## src/sv/msfr_pkg.sv

```systemverilog
// Package for the multichannel sync-frame receiver.
// Holds the item codes, field widths, byte masks and the result record.
// No dependencies; msfr_update and the top level import it.
`default_nettype none

package msfr_pkg;

	// Fixed field widths of the word interface.
	localparam int unsigned CH_IN_W  = 2;
	localparam int unsigned RAW_W    = 8;
	localparam int unsigned BYTE_W   = 7;
	localparam int unsigned POS_W    = 8;
	localparam int unsigned LEN_W    = 14;

	// Defaults for the top-level parameters.
	localparam int unsigned CHANNELS_DEF    = 4;
	localparam int unsigned FRAME_BYTES_DEF = 256;

	// Start flag and payload mask of a received byte.
	localparam logic [RAW_W-1:0] START_MASK = 8'h80;
	localparam logic [RAW_W-1:0] BYTE_MASK  = 8'h7F;

	typedef enum logic {
		OP_BYTE    = 1'b0,
		OP_RELEASE = 1'b1
	} op_t;

	// One result word, less its channel number.
	typedef struct packed {
		logic [BYTE_W-1:0] stored_byte;
		logic [POS_W-1:0]  position;
		logic              stored;
		logic              frame_start;
		logic              frame_done;
		logic [LEN_W-1:0]  frame_length;
		logic              dropped_busy;
		logic              dropped_overflow;
	} res_t;

endpackage

`default_nettype wire

```

## src/sv/msfr_state_mem.sv

```systemverilog
// Per-channel state memory: one entry per channel, registered synchronous
// read and forwarding of a write to the same entry.
// Self-contained; widths and depth come in as parameters.
`default_nettype none

module msfr_state_mem #(
	parameter int unsigned DEPTH   = 4,
	parameter int unsigned IDX_W   = 2,
	parameter int unsigned ENTRY_W = 24
) (
	input  wire logic               clk,
	input  wire logic               arst_n,
	input  wire logic               rd_en,
	input  wire logic [IDX_W-1:0]   rd_idx,
	output logic      [ENTRY_W-1:0] rd_data,
	input  wire logic               wr_en,
	input  wire logic [IDX_W-1:0]   wr_idx,
	input  wire logic [ENTRY_W-1:0] wr_data
);

	logic [ENTRY_W-1:0] mem [DEPTH];
	logic [DEPTH-1:0]   written_q;
	logic [ENTRY_W-1:0] rd_q;

	// An entry never written since reset reads as all zeros.
	always_ff @(posedge clk or negedge arst_n) begin
		if (!arst_n) begin
			written_q <= '0;
		end else if (wr_en) begin
			written_q[wr_idx] <= 1'b1;
		end
	end

	always_ff @(posedge clk) begin
		if (wr_en) begin
			mem[wr_idx] <= wr_data;
		end
	end

	// A write landing at the same edge as the read of its entry is forwarded.
	always_ff @(posedge clk) begin
		if (rd_en) begin
			if (wr_en && (wr_idx == rd_idx)) begin
				rd_q <= wr_data;
			end else if (written_q[rd_idx]) begin
				rd_q <= mem[rd_idx];
			end else begin
				rd_q <= '0;
			end
		end
	end

	assign rd_data = rd_q;

endmodule

`default_nettype wire

```

## src/sv/msfr_update.sv

```systemverilog
// Frame update of one channel entry for one item: position, length,
// completion and drop decisions, and the new entry to write back.
// Depends on msfr_pkg for widths, masks, item codes and the result record.
`default_nettype none

module msfr_update #(
	parameter int unsigned FRAME_BYTES = 256,
	parameter int unsigned PTR_W       = 9
) (
	input  wire logic                          in_range,
	input  wire logic                          operation,
	input  wire logic [msfr_pkg::RAW_W-1:0]    data_byte,
	input  wire logic                          cur_busy,
	input  wire logic [msfr_pkg::LEN_W-1:0]    cur_len,
	input  wire logic [PTR_W-1:0]              cur_ptr,
	output logic                               wr_en,
	output logic                               nxt_busy,
	output logic      [msfr_pkg::LEN_W-1:0]    nxt_len,
	output logic      [PTR_W-1:0]              nxt_ptr,
	output msfr_pkg::res_t                     res
);
	import msfr_pkg::*;

	logic                  start;
	logic [BYTE_W-1:0]     byte_val;
	logic [PTR_W-1:0]      pos;
	logic [PTR_W-1:0]      next;
	logic                  ovf;
	logic                  at_len_hi;
	logic                  at_len_lo;
	logic                  done;
	logic [LEN_W-1:0]      len_new;
	logic [PTR_W+7:0]      pos_ext;
	logic [PTR_W+13:0]     next_cmp;
	logic [PTR_W+13:0]     len_cmp;
	logic                  is_release;

	always_comb begin
		is_release = (op_t'(operation) == OP_RELEASE);
		start      = |(data_byte & START_MASK);
		byte_val   = BYTE_W'(data_byte & BYTE_MASK);
		pos        = start ? '0 : cur_ptr;
		ovf        = (pos >= PTR_W'(FRAME_BYTES));
		next       = pos + PTR_W'(1);
		at_len_hi  = (next == PTR_W'(2));
		at_len_lo  = (next == PTR_W'(3));
		next_cmp   = {14'd0, next};
		len_cmp    = {{PTR_W{1'b0}}, cur_len};
		pos_ext    = {8'd0, pos};

		priority if (at_len_hi) begin
			len_new = {{(LEN_W-BYTE_W){1'b0}}, byte_val};
		end else if (at_len_lo) begin
			len_new = {cur_len[BYTE_W-1:0], byte_val};
		end else begin
			len_new = cur_len;
		end
		done = !at_len_hi && !at_len_lo && (next_cmp == len_cmp);

		wr_en    = 1'b0;
		nxt_busy = 1'b0;
		nxt_len  = '0;
		nxt_ptr  = '0;
		res      = '0;

		if (in_range) begin
			if (is_release) begin
				// Release clears the whole entry.
				wr_en = 1'b1;
			end else begin
				res.stored_byte = byte_val;
				res.frame_start = start;
				if (cur_busy) begin
					res.frame_length = cur_len;
					res.dropped_busy = 1'b1;
				end else if (ovf) begin
					res.frame_length     = cur_len;
					res.dropped_overflow = 1'b1;
				end else begin
					wr_en            = 1'b1;
					nxt_busy         = done;
					nxt_len          = len_new;
					nxt_ptr          = next;
					res.position     = pos_ext[POS_W-1:0];
					res.stored       = 1'b1;
					res.frame_done   = done;
					res.frame_length = len_new;
				end
			end
		end
	end

endmodule

`default_nettype wire

```

## src/sv/multichannel_sync_frame_receiver_unit.sv

```systemverilog
// Top level of the multichannel sync-frame receiver.
// Depends on msfr_pkg, msfr_state_mem and msfr_update.
//
// Usage:
// The input channel (in_valid, in_stall, operation, channel, data_byte)
// carries one word per received byte or per release of a channel. The
// output channel (out_valid, out_stall and the result fields) returns
// exactly one result word for every accepted input word, in order.
// A word is taken at a rising edge where valid is high and stall is low.
// The accept edge reads the channel entry from the state memory into the
// update stage; when the word leaves the update stage, the updated entry
// is written back and the output register is loaded, from which the
// result can be taken. Throughput is one word per cycle while out_stall
// is low, set by the single read-modify-write of the state memory;
// back-to-back words on the same channel are served by forwarding the
// write into the read register.
// Reset clears the pipeline valid flags and marks every channel entry as
// unwritten, which reads as zero position, zero length and not busy; no
// clearing pass is needed. When the receiver holds out_stall, the result
// stays in the output register, one more word can enter the update stage,
// and after that in_stall rises until the output moves again.
`default_nettype none

module multichannel_sync_frame_receiver_unit #(
	parameter int unsigned CHANNELS    = msfr_pkg::CHANNELS_DEF,
	parameter int unsigned FRAME_BYTES = msfr_pkg::FRAME_BYTES_DEF
) (
	input  wire logic                         clk,
	input  wire logic                         arst_n,
	input  wire logic                         in_valid,
	output logic                              in_stall,
	input  wire logic                         operation,
	input  wire logic [msfr_pkg::CH_IN_W-1:0] channel,
	input  wire logic [msfr_pkg::RAW_W-1:0]   data_byte,
	output logic                              out_valid,
	input  wire logic                         out_stall,
	output logic      [msfr_pkg::CH_IN_W-1:0] out_channel,
	output logic      [msfr_pkg::BYTE_W-1:0]  stored_byte,
	output logic      [msfr_pkg::POS_W-1:0]   position,
	output logic                              stored,
	output logic                              frame_start,
	output logic                              frame_done,
	output logic      [msfr_pkg::LEN_W-1:0]   frame_length,
	output logic                              dropped_busy,
	output logic                              dropped_overflow
);
	import msfr_pkg::*;

	// Entry index width and pointer width, which must hold FRAME_BYTES itself.
	localparam int unsigned IDX_W   = (CHANNELS > 1) ? $clog2(CHANNELS) : 1;
	localparam int unsigned PTR_W   = $clog2(FRAME_BYTES + 1);
	localparam int unsigned ENTRY_W = 1 + LEN_W + PTR_W;

	// Input decode.
	logic                   in_accept;
	logic [IDX_W+1:0]       ch_ext;
	logic [IDX_W-1:0]       in_idx;
	logic                   in_range;

	// Update stage.
	logic                   valid_s1;
	logic                   op_s1;
	logic [CH_IN_W-1:0]     ch_s1;
	logic [IDX_W-1:0]       idx_s1;
	logic [RAW_W-1:0]       raw_s1;
	logic                   range_s1;
	logic                   adv_s1;

	// State memory interface.
	logic [ENTRY_W-1:0]     rd_entry;
	logic [ENTRY_W-1:0]     wr_entry;
	logic                   upd_wr;
	logic                   mem_wr;
	logic                   nxt_busy;
	logic [LEN_W-1:0]       nxt_len;
	logic [PTR_W-1:0]       nxt_ptr;
	res_t                   upd_res;

	// Output register.
	logic                   out_valid_q;
	logic [CH_IN_W-1:0]     out_ch_q;
	res_t                   out_res_q;

	// The update stage moves on whenever the output register is free or
	// is being emptied in this cycle; a new word may enter in the same cycle.
	assign adv_s1    = valid_s1 && (!out_valid_q || !out_stall);
	assign in_stall  = valid_s1 && !adv_s1;
	assign in_accept = in_valid && !in_stall;

	assign ch_ext   = {{IDX_W{1'b0}}, channel};
	assign in_idx   = ch_ext[IDX_W-1:0];
	assign in_range = (32'(channel) < CHANNELS);

	always_ff @(posedge clk or negedge arst_n) begin
		if (!arst_n) begin
			valid_s1 <= 1'b0;
		end else if (in_accept) begin
			valid_s1 <= 1'b1;
		end else if (adv_s1) begin
			valid_s1 <= 1'b0;
		end
	end

	always_ff @(posedge clk) begin
		if (in_accept) begin
			op_s1    <= operation;
			ch_s1    <= channel;
			idx_s1   <= in_idx;
			raw_s1   <= data_byte;
			range_s1 <= in_range;
		end
	end

	// The entry of the accepted word is read at the accept edge; the write
	// of the word ahead of it, if it targets the same channel, is forwarded.
	msfr_state_mem #(
		.DEPTH   (CHANNELS),
		.IDX_W   (IDX_W),
		.ENTRY_W (ENTRY_W)
	) u_state_mem (
		.clk     (clk),
		.arst_n  (arst_n),
		.rd_en   (in_accept && in_range),
		.rd_idx  (in_idx),
		.rd_data (rd_entry),
		.wr_en   (mem_wr),
		.wr_idx  (idx_s1),
		.wr_data (wr_entry)
	);

	msfr_update #(
		.FRAME_BYTES (FRAME_BYTES),
		.PTR_W       (PTR_W)
	) u_update (
		.in_range  (range_s1),
		.operation (op_s1),
		.data_byte (raw_s1),
		.cur_busy  (rd_entry[ENTRY_W-1]),
		.cur_len   (rd_entry[PTR_W+LEN_W-1:PTR_W]),
		.cur_ptr   (rd_entry[PTR_W-1:0]),
		.wr_en     (upd_wr),
		.nxt_busy  (nxt_busy),
		.nxt_len   (nxt_len),
		.nxt_ptr   (nxt_ptr),
		.res       (upd_res)
	);

	// The entry is written back only when the word leaves the update stage.
	assign mem_wr   = adv_s1 && upd_wr;
	assign wr_entry = {nxt_busy, nxt_len, nxt_ptr};

	always_ff @(posedge clk or negedge arst_n) begin
		if (!arst_n) begin
			out_valid_q <= 1'b0;
		end else if (adv_s1) begin
			out_valid_q <= 1'b1;
		end else if (!out_stall) begin
			out_valid_q <= 1'b0;
		end
	end

	always_ff @(posedge clk) begin
		if (adv_s1) begin
			out_ch_q  <= ch_s1;
			out_res_q <= upd_res;
		end
	end

	assign out_valid        = out_valid_q;
	assign out_channel      = out_ch_q;
	assign stored_byte      = out_res_q.stored_byte;
	assign position         = out_res_q.position;
	assign stored           = out_res_q.stored;
	assign frame_start      = out_res_q.frame_start;
	assign frame_done       = out_res_q.frame_done;
	assign frame_length     = out_res_q.frame_length;
	assign dropped_busy     = out_res_q.dropped_busy;
	assign dropped_overflow = out_res_q.dropped_overflow;

endmodule

`default_nettype wire
```

## config.mk

```make
export PLATFORM = sky130hd
export DESIGN_NAME = multichannel_sync_frame_receiver_unit
export DESIGN_NICKNAME = d
export VERILOG_FILES = /design/src/sv/msfr_pkg.sv /design/src/sv/msfr_state_mem.sv /design/src/sv/msfr_update.sv /design/src/sv/multichannel_sync_frame_receiver_unit.sv
export SDC_FILE = /design/constraint.sdc
export NUM_CORES = 1
export LEC_CHECK = 0
export ABC_AREA = 0
export BUFFER_PORTS_ARGS = -buffer_cell sky130_fd_sc_hd__buf_4
export CAP_MARGIN = 25
export CORE_ASPECT_RATIO = 1.4
export CORE_MARGIN = 2
export CORE_UTILIZATION = 45
export DETAILED_ROUTE_END_ITERATION = 12
export PLACE_DENSITY = 0.6
export SYNTH_ARGS = -nofsm -noshare
export SYNTH_HDL_FRONTEND = slang
export SYNTH_SLANG_ARGS = --single-unit
```

## constraint.sdc

```tcl
create_clock -name clk -period 7.1 [get_ports clk]
set_clock_uncertainty 0.1 [all_clocks]
set_input_delay 0.355 -clock clk [delete_from_list [all_inputs] [get_ports clk]]
set_output_delay 0.355 -clock clk [all_outputs]
set_load 0.1 [all_outputs]
```

==> key figures <==
Run status
  – Status: finished, final reports clean

Finish
  – Multi-input logic area: 2080 um^2
  – Finished Cell Area: 8690 um^2
  – Register area: 5160 um^2
  – # diodes: 0
  – Number of fill cells: 1312
  – Layout cells sized above 1: 0.283
  – Layout net count: 526
  – Non-Filler Instances: 719
  – Layout area overhead: 17.6%

Synth
  – Ys async rst share: 0.0347
  – Synth Warn #: 0
  – Synth Instances: 442
  – Share of the synthesized area in the top cell type: 0.679
  – Avg Synthesized Cell Area: 16.7 um^2
  – Sequential share of the synthesized area: 0.699
  – Synth Register Bits: 173
  – Top_reg_cell synth: edfxtp_1
  – Leading area contributor after synthesis: edfxtp_1
  – Yosys cell types: 54
  – Number of flops mapped to enable cells by yosys: 167
  – Largest cells by area after synthesis: edfxtp_1 68%, mux4_2 7.6%, dfrtp_1 2.0%
  – Syn_nets: 461
  – Synthesized area: 7390 um^2

Setup path
  – Worst r2r src: raw_s1[7]
  – R2R cell count: 11
  – R2R Setup Slk: 3110 ps
  – Element type at the critical path end: flop
  – Worst r2r dst: u_state_mem.rd_data[23]
  – Worst setup SP type: flop
  – Crit path required time: 7170 ps
  – Setup Crit Path Kind: flop to flop
  – CP Max Fanout: 20
  – Worst endpoint data arrival time: 4060 ps

STA
  – Minimum clock period: 3990 ps
  – TNS Setup: 0 ps
  – Final setup violation count: 0
  – Hold Fails Final Rpt: 0
  – Measured slew at the worst slew-check pin: 869 ps
  – RSZ-0062 raised after global routing: false
  – Post-route setup slack: 3110 ps
  – Slew headroom: 0.419
  – Slew Limit Fails: 0
  – Max frequency: 0.250 GHz
  – Tcrit/Tclk final: 0.562

Floorplan
  – Starting Density: 0.459
  – Die height: 156 um
  – Core area: 16100 um^2
  – Top-level I/O count: 53
  – Die Width: 112 um
  – Die area: 17500 um^2
  – FP Rows: 55

Clock network
  – Root Driver: clkbuf_16
  – Post-cts resize count: 0
  – Htree depth: 4
  – CTS tree: built
  – CTS Buf Count: 17
  – Clock Sinks: 173
  – Clk slew on worst S/H paths: 80 ps
  – Latest clock arrival within the worst-skew pair: 430 ps
  – Maximum clock insertion buffer count: 2

Route
  – Via Count: 4096
  – DRT Wirelength: 15600 um
  – WL per Instance: 21.7 um
  – DRT Pass-1 Iters: 5
  – # DRC: 0
  – Post-DR vias/cell: 5.70
  – Antenna Nets Post-Route: 0
  – Iter 0 DRT Violations: 314

Hold path
  – Tightest Hold Check Type: input pin to flop
  – Hold Path Sink: raw_s1[5]
  – Hold wc startpoint: data_byte[5]
  – Hold path cells: 1

Run
  – Max-cap viol count: 0

Global routing
  – GRT overflow: 0
  – Largest net degree at the start of global routing: 40
  – First-pass GRT wire length: 24300 um
  – Vias in the first global route: 4354
  – GRT Util Overall: 0.184
  – Initial antenna violation count: 0

Placement
  – Pre-CTS WS: 2910 ps
  – Post-DP Area: 8010 um^2
  – Cell count after placement: 677
  – Detail Placement HPWL: 10300 um
  – Placer Congestion: 0.834
  – IO Port Bufs: 52

Power and ir drop
  – Logic pwr share: 0.148
  – Int Power: 1760 uW
  – Lkg Pwr: 0.00307 uW
  – Seq pwr share: 0.493
  – Total power draw: 2500 uW
  – Clock share of power: 0.359
  – Peak supply drop: 0.000179 V
  – P per Cell Area: 288 nW/um^2
  – Switching Share: 0.294
  – NetSw: 735 uW
==> registers in the layout, summed over array words and instances (netlist names) <==
register	cells
idx_s1	2
frame_done	1
stored	1
dropped_busy	1
dropped_overflow	1
frame_length	14
u_state_mem.rd_data	24
u_state_mem.written_q	4
op_s1	1
out_channel	2
raw_s1	8
stored_byte	7
frame_start	1
position	8
valid_s1	1
out_valid	1
u_state_mem.mem	96
==> stage by stage <==
step                      hold WS (ps)  utilization
after floorplan                  -40.6            -
after global placement            60.9        0.498
after detailed placement          64.5        0.498
after CTS                         3.45        0.539
after global routing              2.65        0.539
final                             12.9        0.539
==> metal layers <==
metal  vias to the layer above  part of all wire  track usage
met5                         -                 0            0
met3                        24             0.040       0.0381
met2                       114              0.51        0.313
li1                       1865                 -            -
met1                      2093              0.42        0.231
met4                         0             0.027       0.0778
==> synth_stat cells, types with 2 or more instances <==
library cell	n
a21boi_0	2
a21o_1	2
a22o_1	4
a22o_2	10
a22oi_1	2
a32o_1	7
and2_1	5
and3_1	4
buf_1	2
buf_2	3
clkbuf_1	16
dfrtp_1	6
edfxtp_1	167
ha_1	4
inv_1	22
mux2_2	2
mux2i_1	14
mux4_2	25
nand2_1	13
nand2b_1	3
nand3_1	14
nor2_1	27
nor2b_1	14
nor3_1	6
nor4_1	3
o21ai_0	4
o22ai_1	14
o31ai_1	5
or2_2	4
xnor2_1	7
xnor3_1	2
xor2_1	7
==> power by group through the flow <==
stage | clock [uW] | sequential (uW) | combinational, uW
2_1_floorplan | 0 | 1370 | 152
3_3_place_gp | 0 | 1250 | 364
3_5_place_dp | 0 | 1250 | 367
4_1_cts | 916 | 1230 | 371
5_1_grt | 955 | 1240 | 390
6_report | 898 | 1230 | 369
==> repair_timing <==
| action | in CTS | in global routing |
|---|---|---|
| endpoints found under the hold margin | 14 | 0 |
| setup buffers | 0 | 0 |
| hold buffers | 9 | 0 |
==> critical path: stages (launching register included) <==
cell and delay (ps):
edfxtp_1 670, nand2b_1 300, inv_1 160, ha_1 360
nand2_1 90, nor2_1 240, and3_1 200, ha_1 150
o211ai_1 210, nor4_4 650, nor4_1 270, mux2_2 340
==> cell families (layout without fill, tap and decap cells) <==
logic type / after synthesis / count (layout) / synth area share
DFF: 173 / 173 / 0.699
xor gates and xnor gates: 16 / 16 / 0.0227
muxes: 41 / 41 / 0.0983
AOI/OAI and AO/OA: 60 / 60 / 0.0691
and+or+nand+nor: 104 / 104 / 0.0800
adders and majority gates: 4 / 4 / 0.00678
buffers and inverters: 44 / 122 / 0.0239
==> cell type report <==
class | instances | share of cell area
clock buffers | 17 | 0.0490
clock inverters | 15 | 0.0174
inverters | 22 | 0.00951
multi-input cells | 225 | 0.239
flip-flops and latches | 173 | 0.595
well taps | 199 | 0.0287
repair buffers | 68 | 0.0614
==> worst max-delay path by stage <==
stage               cells after the start      start                       to
floorplan                               3  out_valid    u_state_mem.mem[1][0]
global placement                       11  raw_s1[7]         frame_length[10]
detailed placement                     11  raw_s1[7]         frame_length[11]
CTS                                    11  raw_s1[7]         frame_length[11]
global route                           11  raw_s1[7]  u_state_mem.rd_data[23]
finish                                 11  raw_s1[7]  u_state_mem.rd_data[23]
==> cell usage in the layout (no fill, tap or decap), types with 3 or more instances in the layout <==
| master | count |
|---|---|
| clkbuf_16 | 17 |
| xnor2_1 | 7 |
| and3_1 | 4 |
| nand2b_1 | 3 |
| a32o_1 | 7 |
| inv_1 | 22 |
| xor2_1 | 7 |
| a22o_2 | 10 |
| clkinv_4 | 3 |
| o21ai_0 | 4 |
| nand3_1 | 14 |
| and2_1 | 5 |
| dfrtp_1 | 6 |
| ha_1 | 4 |
| or2_2 | 4 |
| mux2i_1 | 14 |
| nand2_1 | 13 |
| o31ai_1 | 5 |
| nor3_1 | 5 |
| buf_4 | 58 |
| mux4_2 | 25 |
| dlygate4sd3_1 | 9 |
| o22ai_1 | 14 |
| edfxtp_1 | 167 |
| nor2_1 | 26 |
| nor2b_1 | 14 |
| a22o_1 | 4 |
| nor4_1 | 3 |
| inv_8 | 5 |
(Power assumes the default switching activity.)
